## config.mk

```make
export PLATFORM = sky130hd
export DESIGN_NAME = cvsd_encoder
export DESIGN_NICKNAME = d
export VERILOG_FILES = /design/src/rtl/core/cvsd_pkg.sv /design/src/rtl/core/cvsd_cfg_regs.sv /design/src/rtl/core/cvsd_step_adapt.sv /design/src/rtl/core/cvsd_encoder.sv
export SDC_FILE = /design/constraint.sdc
export NUM_CORES = 2
export LEC_CHECK = 0
export BUFFER_PORTS_ARGS = -buffer_cell sky130_fd_sc_hd__buf_2
export CORE_ASPECT_RATIO = 1.1
export CORE_MARGIN = 2
export CORE_UTILIZATION = 30
export DETAILED_ROUTE_END_ITERATION = 8
export GPL_TIMING_DRIVEN = 0
export HOLD_SLACK_MARGIN = 0.08
export PLACE_DENSITY = 0.44
export RECOVER_POWER = 25
export SYNTH_ARGS = -nofsm -noshare
export SYNTH_HDL_FRONTEND = slang
export SYNTH_SLANG_ARGS = --single-unit
```

## constraint.sdc

```tcl
create_clock -name clk -period 22 [get_ports clk]
set_input_delay 3.3 -clock clk [delete_from_list [all_inputs] [get_ports clk]]
set_output_delay 3.3 -clock clk [all_outputs]
set_load 0.01 [all_outputs]
```

## src/rtl/core/cvsd_pkg.sv

```systemverilog
// ----------------------------------------------------------------------------
// CVSD encoder package
// Shared types, register indexes and reset values of the encoder.
// ----------------------------------------------------------------------------
`timescale 1ns / 1ps

package cvsd_pkg;

	localparam int unsigned CFG_INDEX_W = 3;
	localparam int unsigned CFG_DATA_W  = 17;

	// Register indexes of the configuration port.
	localparam logic [CFG_INDEX_W-1:0] REG_STEP_FLOOR  = 3'd0;
	localparam logic [CFG_INDEX_W-1:0] REG_STEP_CEIL   = 3'd1;
	localparam logic [CFG_INDEX_W-1:0] REG_STEP_SHRINK = 3'd2;
	localparam logic [CFG_INDEX_W-1:0] REG_ACC_LEAK    = 3'd3;
	localparam logic [CFG_INDEX_W-1:0] REG_RUN_LENGTH  = 3'd4;
	localparam logic [CFG_INDEX_W-1:0] REG_ACCUM_UPPER = 3'd5;
	localparam logic [CFG_INDEX_W-1:0] REG_ACCUM_LOWER = 3'd6;

	// Reset values of the registers.
	localparam logic [14:0]        RST_STEP_FLOOR  = 15'd10;
	localparam logic [14:0]        RST_STEP_CEIL   = 15'd1280;
	localparam logic [16:0]        RST_STEP_SHRINK = 17'd65472;
	localparam logic [16:0]        RST_ACC_LEAK    = 17'd63488;
	localparam logic [5:0]         RST_RUN_LENGTH  = 6'd4;
	localparam logic signed [15:0] RST_ACCUM_UPPER = 16'sd32767;
	localparam logic signed [15:0] RST_ACCUM_LOWER = -16'sd32767;

	// History limits: the run length saturates at the full history width and
	// the history counter stops one past it.
	localparam logic [5:0] RUN_MAX      = 6'd32;
	localparam logic [5:0] HIST_CNT_TOP = 6'd33;

	typedef struct packed {
		logic [14:0]        step_floor;
		logic [14:0]        step_ceil;
		logic [16:0]        step_shrink;
		logic [16:0]        acc_leak;
		logic [5:0]         run_length;
		logic signed [15:0] accum_upper;
		logic signed [15:0] accum_lower;
	} cvsd_cfg_t;

endpackage

```

## src/rtl/core/cvsd_cfg_regs.sv

```systemverilog
// ----------------------------------------------------------------------------
// CVSD configuration registers
// Holds the seven encoder settings, written one at a time by index.
// ----------------------------------------------------------------------------
`timescale 1ns / 1ps

module cvsd_cfg_regs
	import cvsd_pkg::*;
(
	input  logic                   clk,
	input  logic                   arst_n,
	input  logic                   cfg_valid,
	output logic                   cfg_ready,
	input  logic [CFG_INDEX_W-1:0] cfg_index,
	input  logic [CFG_DATA_W-1:0]  cfg_data,
	output cvsd_cfg_t              cfg
);

	cvsd_cfg_t cfg_q;
	logic      wr_en;

	assign cfg_ready = 1'b1;
	assign wr_en     = cfg_valid && cfg_ready;
	assign cfg       = cfg_q;

	always_ff @(posedge clk or negedge arst_n) begin
		if (!arst_n) begin
			cfg_q.step_floor  <= RST_STEP_FLOOR;
			cfg_q.step_ceil   <= RST_STEP_CEIL;
			cfg_q.step_shrink <= RST_STEP_SHRINK;
			cfg_q.acc_leak    <= RST_ACC_LEAK;
			cfg_q.run_length  <= RST_RUN_LENGTH;
			cfg_q.accum_upper <= RST_ACCUM_UPPER;
			cfg_q.accum_lower <= RST_ACCUM_LOWER;
		end else if (wr_en) begin
			unique case (cfg_index)
				REG_STEP_FLOOR:  cfg_q.step_floor  <= cfg_data[14:0];
				REG_STEP_CEIL:   cfg_q.step_ceil   <= cfg_data[14:0];
				REG_STEP_SHRINK: cfg_q.step_shrink <= cfg_data[16:0];
				REG_ACC_LEAK:    cfg_q.acc_leak    <= cfg_data[16:0];
				REG_RUN_LENGTH:  cfg_q.run_length  <= cfg_data[5:0];
				REG_ACCUM_UPPER: cfg_q.accum_upper <= $signed(cfg_data[15:0]);
				REG_ACCUM_LOWER: cfg_q.accum_lower <= $signed(cfg_data[15:0]);
				default: ;
			endcase
		end
	end

endmodule

```

## src/rtl/core/cvsd_step_adapt.sv

```systemverilog
// ----------------------------------------------------------------------------
// CVSD step size adaptation
// Works out the next step size from the current one and the bit history.
// ----------------------------------------------------------------------------
`timescale 1ns / 1ps

module cvsd_step_adapt
	import cvsd_pkg::*;
(
	input  cvsd_cfg_t   cfg,
	input  logic [14:0] step,
	input  logic [31:0] history,
	input  logic [5:0]  hist_cnt,
	output logic [14:0] step_next
);

	logic [5:0]  run_len;
	logic [31:0] mask;
	logic [31:0] hist_masked;
	logic        run_equal;
	logic [15:0] grow_sum;
	logic [14:0] grown;
	logic [31:0] decay_prod;
	logic [32:0] decay_rnd;
	logic [16:0] decay_scl;
	logic [14:0] decay_sat;
	logic [14:0] decayed;

	assign run_len = (cfg.run_length > RUN_MAX) ? RUN_MAX : cfg.run_length;

	always_comb begin
		for (int i = 0; i < 32; i++) begin
			mask[i] = (6'(i) < run_len);
		end
	end

	assign hist_masked = history & mask;
	assign run_equal   = (hist_masked == 32'd0) || (hist_masked == mask);

	// Growth is summed one bit wider so that it cannot wrap.
	assign grow_sum = {1'b0, step} + {1'b0, cfg.step_floor};
	assign grown    = (grow_sum < {1'b0, cfg.step_ceil}) ? grow_sum[14:0] : cfg.step_ceil;

	// Decay rounds half up and saturates at the largest 15-bit step.
	assign decay_prod = {17'd0, step} * {15'd0, cfg.step_shrink};
	assign decay_rnd  = {1'b0, decay_prod} + 33'd32768;
	assign decay_scl  = decay_rnd[32:16];
	assign decay_sat  = (decay_scl > 17'd32767) ? 15'h7fff : decay_scl[14:0];
	assign decayed    = (decay_sat > cfg.step_floor) ? decay_sat : cfg.step_floor;

	always_comb begin
		priority if (hist_cnt < run_len) begin
			step_next = step;
		end else if (run_equal) begin
			step_next = grown;
		end else begin
			step_next = decayed;
		end
	end

endmodule

```

## src/rtl/core/cvsd_encoder.sv

```systemverilog
// ----------------------------------------------------------------------------
// CVSD encoder
// Continuously variable slope delta encoder: one code bit per sample,
// packed eight to a byte with the earliest sample in the most significant bit.
// ----------------------------------------------------------------------------
//
//   channel  | handshake              | payload
//   ---------+------------------------+------------------------------
//   input    | in_valid / in_stall    | sample    (16 bit signed)
//   output   | out_valid / out_stall  | code_byte (8 bit)
//   config   | cfg_valid / cfg_ready  | cfg_index (3 bit), cfg_data (17 bit)
//
// One sample can be taken in every cycle while in_stall is low. It is registered
// on acceptance and processed when it advances; the loop (compare, add, Q1.16
// multiply, clamp) is combinational. A completed byte is loaded into the output
// register as its last sample is processed. Reset clears the state, restores the
// register defaults and empties both stages. The input stalls only when the
// registered sample completes a byte while out_stall holds the last.
// ----------------------------------------------------------------------------
`timescale 1ns / 1ps

module cvsd_encoder
	import cvsd_pkg::*;
(
	input  logic                   clk,
	input  logic                   arst_n,
	input  logic                   in_valid,
	output logic                   in_stall,
	input  logic signed [15:0]     sample,
	output logic                   out_valid,
	input  logic                   out_stall,
	output logic [7:0]             code_byte,
	input  logic                   cfg_valid,
	output logic                   cfg_ready,
	input  logic [CFG_INDEX_W-1:0] cfg_index,
	input  logic [CFG_DATA_W-1:0]  cfg_data
);

	localparam logic [2:0] LAST_BIT = 3'd7;

	cvsd_cfg_t cfg;

	// Input stage.
	logic               valid_s1;
	logic signed [15:0] sample_s1;

	// Encoder state.
	logic signed [15:0] accum_q;
	logic [14:0]        step_q;
	logic [31:0]        history_q;
	logic [5:0]         hist_cnt_q;
	logic [7:0]         byte_q;
	logic [2:0]         bit_pos_q;

	// Output register.
	logic               out_valid_q;
	logic [7:0]         code_byte_q;

	// Datapath nets.
	logic               code_bit;
	logic signed [17:0] accum_ext;
	logic signed [17:0] step_ext;
	logic signed [17:0] accum_moved;
	logic signed [35:0] accum_prod;
	logic signed [35:0] accum_rnd;
	logic signed [19:0] accum_scl;
	logic signed [19:0] upper_ext;
	logic signed [19:0] lower_ext;
	logic signed [15:0] accum_next;
	logic [14:0]        step_next;
	logic [7:0]         byte_next;
	logic               byte_done;
	logic               advance;

	cvsd_cfg_regs u_cfg_regs (
		.clk       (clk),
		.arst_n    (arst_n),
		.cfg_valid (cfg_valid),
		.cfg_ready (cfg_ready),
		.cfg_index (cfg_index),
		.cfg_data  (cfg_data),
		.cfg       (cfg)
	);

	cvsd_step_adapt u_step_adapt (
		.cfg       (cfg),
		.step      (step_q),
		.history   (history_q),
		.hist_cnt  (hist_cnt_q),
		.step_next (step_next)
	);

	// The registered sample moves on unless it completes a byte that has
	// nowhere to go yet.
	assign byte_done = (bit_pos_q == LAST_BIT);
	assign advance   = valid_s1 && (!byte_done || !out_valid_q || !out_stall);
	assign in_stall  = valid_s1 && !advance;

	// The code bit is set when the sample is at or above the accumulator.
	assign code_bit = (sample_s1 >= accum_q);

	// The accumulator steps by the current step size, then decays with
	// half-up rounding; the arithmetic shift gives the floor for negatives.
	assign accum_ext   = {{2{accum_q[15]}}, accum_q};
	assign step_ext    = $signed({3'b000, step_q});
	assign accum_moved = code_bit ? (accum_ext + step_ext) : (accum_ext - step_ext);
	assign accum_prod  = 36'(accum_moved) * 36'($signed({1'b0, cfg.acc_leak}));
	assign accum_rnd   = accum_prod + 36'sd32768;
	assign accum_scl   = accum_rnd[35:16];

	// The upper limit is tested first, so with crossed limits it wins where both apply.
	assign upper_ext = {{4{cfg.accum_upper[15]}}, cfg.accum_upper};
	assign lower_ext = {{4{cfg.accum_lower[15]}}, cfg.accum_lower};

	always_comb begin
		priority if (accum_scl >= upper_ext) begin
			accum_next = cfg.accum_upper;
		end else if (accum_scl <= lower_ext) begin
			accum_next = cfg.accum_lower;
		end else begin
			accum_next = accum_scl[15:0];
		end
	end

	assign byte_next = {byte_q[6:0], code_bit};

	always_ff @(posedge clk or negedge arst_n) begin
		if (!arst_n) begin
			valid_s1 <= 1'b0;
		end else if (!in_stall) begin
			valid_s1 <= in_valid;
		end
	end

	always_ff @(posedge clk) begin
		if (in_valid && !in_stall) begin
			sample_s1 <= sample;
		end
	end

	always_ff @(posedge clk or negedge arst_n) begin
		if (!arst_n) begin
			accum_q    <= 16'sd0;
			step_q     <= RST_STEP_FLOOR;
			history_q  <= 32'd0;
			hist_cnt_q <= 6'd1;
			byte_q     <= 8'd0;
			bit_pos_q  <= 3'd0;
		end else if (advance) begin
			accum_q   <= accum_next;
			step_q    <= step_next;
			history_q <= {history_q[30:0], code_bit};
			if (hist_cnt_q < HIST_CNT_TOP) begin
				hist_cnt_q <= hist_cnt_q + 6'd1;
			end
			byte_q    <= byte_done ? 8'd0 : byte_next;
			bit_pos_q <= bit_pos_q + 3'd1;
		end
	end

	always_ff @(posedge clk or negedge arst_n) begin
		if (!arst_n) begin
			out_valid_q <= 1'b0;
		end else if (advance && byte_done) begin
			out_valid_q <= 1'b1;
		end else if (!out_stall) begin
			out_valid_q <= 1'b0;
		end
	end

	always_ff @(posedge clk) begin
		if (advance && byte_done) begin
			code_byte_q <= byte_next;
		end
	end

	assign out_valid = out_valid_q;
	assign code_byte = code_byte_q;

endmodule

```

==> out/qor.yml <==
clock_network:
  clockBufferDepth: 3
  cts.repair.resized: 0
  hold_buffers: 0
  clkSlewWorstSetupHoldPaths_ns: 0.06
  cts_inserted_buffers: 28
  cts_sinks: 207
  htree_levels: 1
  cts_tree: "yes"
  post_cts_buffers: 0
  cts-root-buf: "clkbuf_16"
  clk_latency_ns: 0.57
logic_synthesis:
  netlist_area_sq_um: 32030
  synthCells: 3466
  ys_types: 80
  yosysWarnings: 0
  synth.ff_latch_count: 207
  ys_seq_area_share_pct: 16.70
  avgSynthCellArea_sq_um: 9.242
  ys.flop_type: "dfrtp_1"
  syn_nets: 4340
  synth_edf_count: 24
  synthArstFlopShare_pct: 88.41
sta:
  tns_ns: 0
  maxSlewHeadroom_pct: -307.5
  hold_violations: 0
  period_minus_slack_ns: 16.33
  worst_pin_slew_ns: 6.113
  setup_slack_ns: 5.670
  setup_violations: 0
  slew_violations: 186
  skew_ns: 0.01574
  timing.fmax_mhz: 61.24
  rsz0062_at_grt: "false"
  post-route-period-util_pct: 74.23
global_route:
  grt_start_max_net_pins: 112
  grt_pass1_wl_microns: 154700
  track_usage_pct: 18.52
  antenna_found_initial: 9
  overflow: 0
  grt_pass1_vias: 25232
outcome:
  violations: "capacitance limit, slew limit"
  outcome: "finished, violations left"
floorplanning:
  start_util_pct: 30.30
  die_h_microns: 346.7
  ios: 52
  core_sq_um: 105700
  die_w_microns: 315.6
  die_area_sq_um: 109400
  rows: 125
detailed_routing:
  drc: 0
  dr_total_vias: 23629
  drt_iter0_drc: 1189
  wl_per_cell_microns: 19.92
  via_per_inst: 4.758
  wl_microns: 98900
  drt.antenna.violating_nets: 0
  first_pass_iters: 5
worst_setup_path:
  cp-end-kind: "flop"
  cp_top_family: "adder cells"
  cpPeakStageDelay_ns: 0.79
  cp-start-kind: "flop"
  slowest_stage: "fa_1"
  arrival_ns: 16.71
  cp_data_required_time_ns: 22.39
  r2r-start: "accum_q[15]"
  worstSetupPathType: "flop to flop"
  critPathBufInv: 7
  crit_start: "accum_q[15]"
  worst-path-max-fanout: 10
placed_design:
  port_buffers: 48
  place_congestion: 0.8731
  dp_hpwl_microns: 82670
  place_ws_ns: 5.381
final_layout:
  finalNetCount: 4420
  fill_cells: 11205
  layout_commonest_cell: "inv_1"
  drive_gt1_share_pct: 6.278
  mostFrequentLayoutCells: "inv_1, fa_1, nand2_1"
  area.growth.synth_to_final_pct: 9.094
min_path:
  hold_start: "byte_q[6]"
  hp-class: "flop to flop"
job:
  cap_violations: 2
-- cell usage after synthesis (all sizes together) (18+ instances only) --
master	number	area share (%)
a21o	32	0.75
a21oi	89	1.4
and2	232	4.5
and3	19	0.37
buf	19	0.32
clkbuf	132	1.5
dfrtp	143	11
dfstp	40	3.3
edfxtp	24	2.2
fa	489	31
ha	344	13
inv	624	7.3
mux2	77	2.7
mux2i	18	0.56
nand2	487	5.7
nand2b	27	0.53
nand3	41	0.64
nand4	28	0.55
nor2	86	1.0
nor2b	28	0.55
nor3	32	0.50
o21a	19	0.45
o21ai	128	2.0
o31ai	20	0.50
xnor2	62	1.7
xor2	24	0.66
-- worst register-to-register path: cells and delay by family, from the launching register on --
family                   cells  cell delay (ns)
XOR/XNOR                     3             1.25
multiplexers                 1             0.42
AND/OR/NAND/NOR             13             3.33
flip-flops                   1             0.38
AO/OA/AOI/OAI               18             3.95
adder cells (fa/ha/maj)     10             4.73
buffers and inverters        7             2.08
-- path summary, 6_finish.rpt --
| kind | to | slack (ns) | cells past startpoint |
|---|---|---|---|
| min reg2reg | code_byte[7] | 0.48 | 0 |
| min in group asynchronous | history_q[21] | 4.18 | 1 |
| min | code_byte[7] | 0.48 | 0 |
| max | accum_q[15] | 5.67 | 52 |
| max in group asynchronous | u_cfg_regs.cfg[48] | 10.38 | 2 |
| max reg2reg | accum_q[15] | 5.67 | 52 |
-- final cells by class --
cell class                 count  area, sq um  share of cell area (%)
sequential                   207         5350                   15.31
tap                         1397         1748                   5.002
clock inverter                12        127.6                  0.3652
multi-input combinational   2484        23740                   67.94
timing repair buffer          50        229.0                  0.6552
buffer                       151        598.1                   1.711
antenna                        1        2.502                0.007161
inverter                     624         2342                   6.703
clock buffer                  40        805.8                   2.306
-- per-layer routing --
metal / up-vias / share of wire [%] / track usage [%] / wire (microns)
li1: 11196 / - / - / -
met1: 11944 / 45 / 24.93 / 44290
met2: 388 / 50 / 32.35 / 49280
met3: 101 / 2.9 / 1.296 / 2902
met4: 0 / 2.5 / 4.140 / 2425
met5: - / 0 / 0 / 0
-- cells by family (layout without fill, tap and decap cells) --
logic type                 count (synthesis)  in the layout  share of synthesized area [%]
AOI/OAI and AO/OA                        436            436                          8.843
other                                      1              2                        0.01171
DFF                                      207            207                          16.70
xor gates and xnor gates                  87             87                          2.422
adders and majority gates                834            834                          44.03
buffers and inverters                    775            877                          9.179
and+or+nand+nor                         1031           1031                          15.54
muxes                                     95             95                          3.269
-- metrics by stage --
stage	util, %	std cells	hold slack [ns]	area (sq um)
2_1_floorplan	-	3466	0.4253	32030
3_3_place_gp	32.18	4911	0.4530	34020
3_5_place_dp	32.22	4913	0.4632	34060
4_1_cts	33.10	4965	0.4772	35000
5_1_grt	33.05	4966	0.4809	34940
6_report	33.05	4966	0.4784	34940
-- sequential cells by signal (all words and copies together) (netlist names) --
signal	count
code_byte	8
out_valid	1
hist_cnt_q	6
accum_q	16
u_cfg_regs.cfg	102
bit_pos_q	3
byte_q	7
history_q	32
step_q	15
sample_s1	16
valid_s1	1
Power is not shown: default switching activity piles up to over one toggle a cycle in this logic, so the estimate is an artifact.
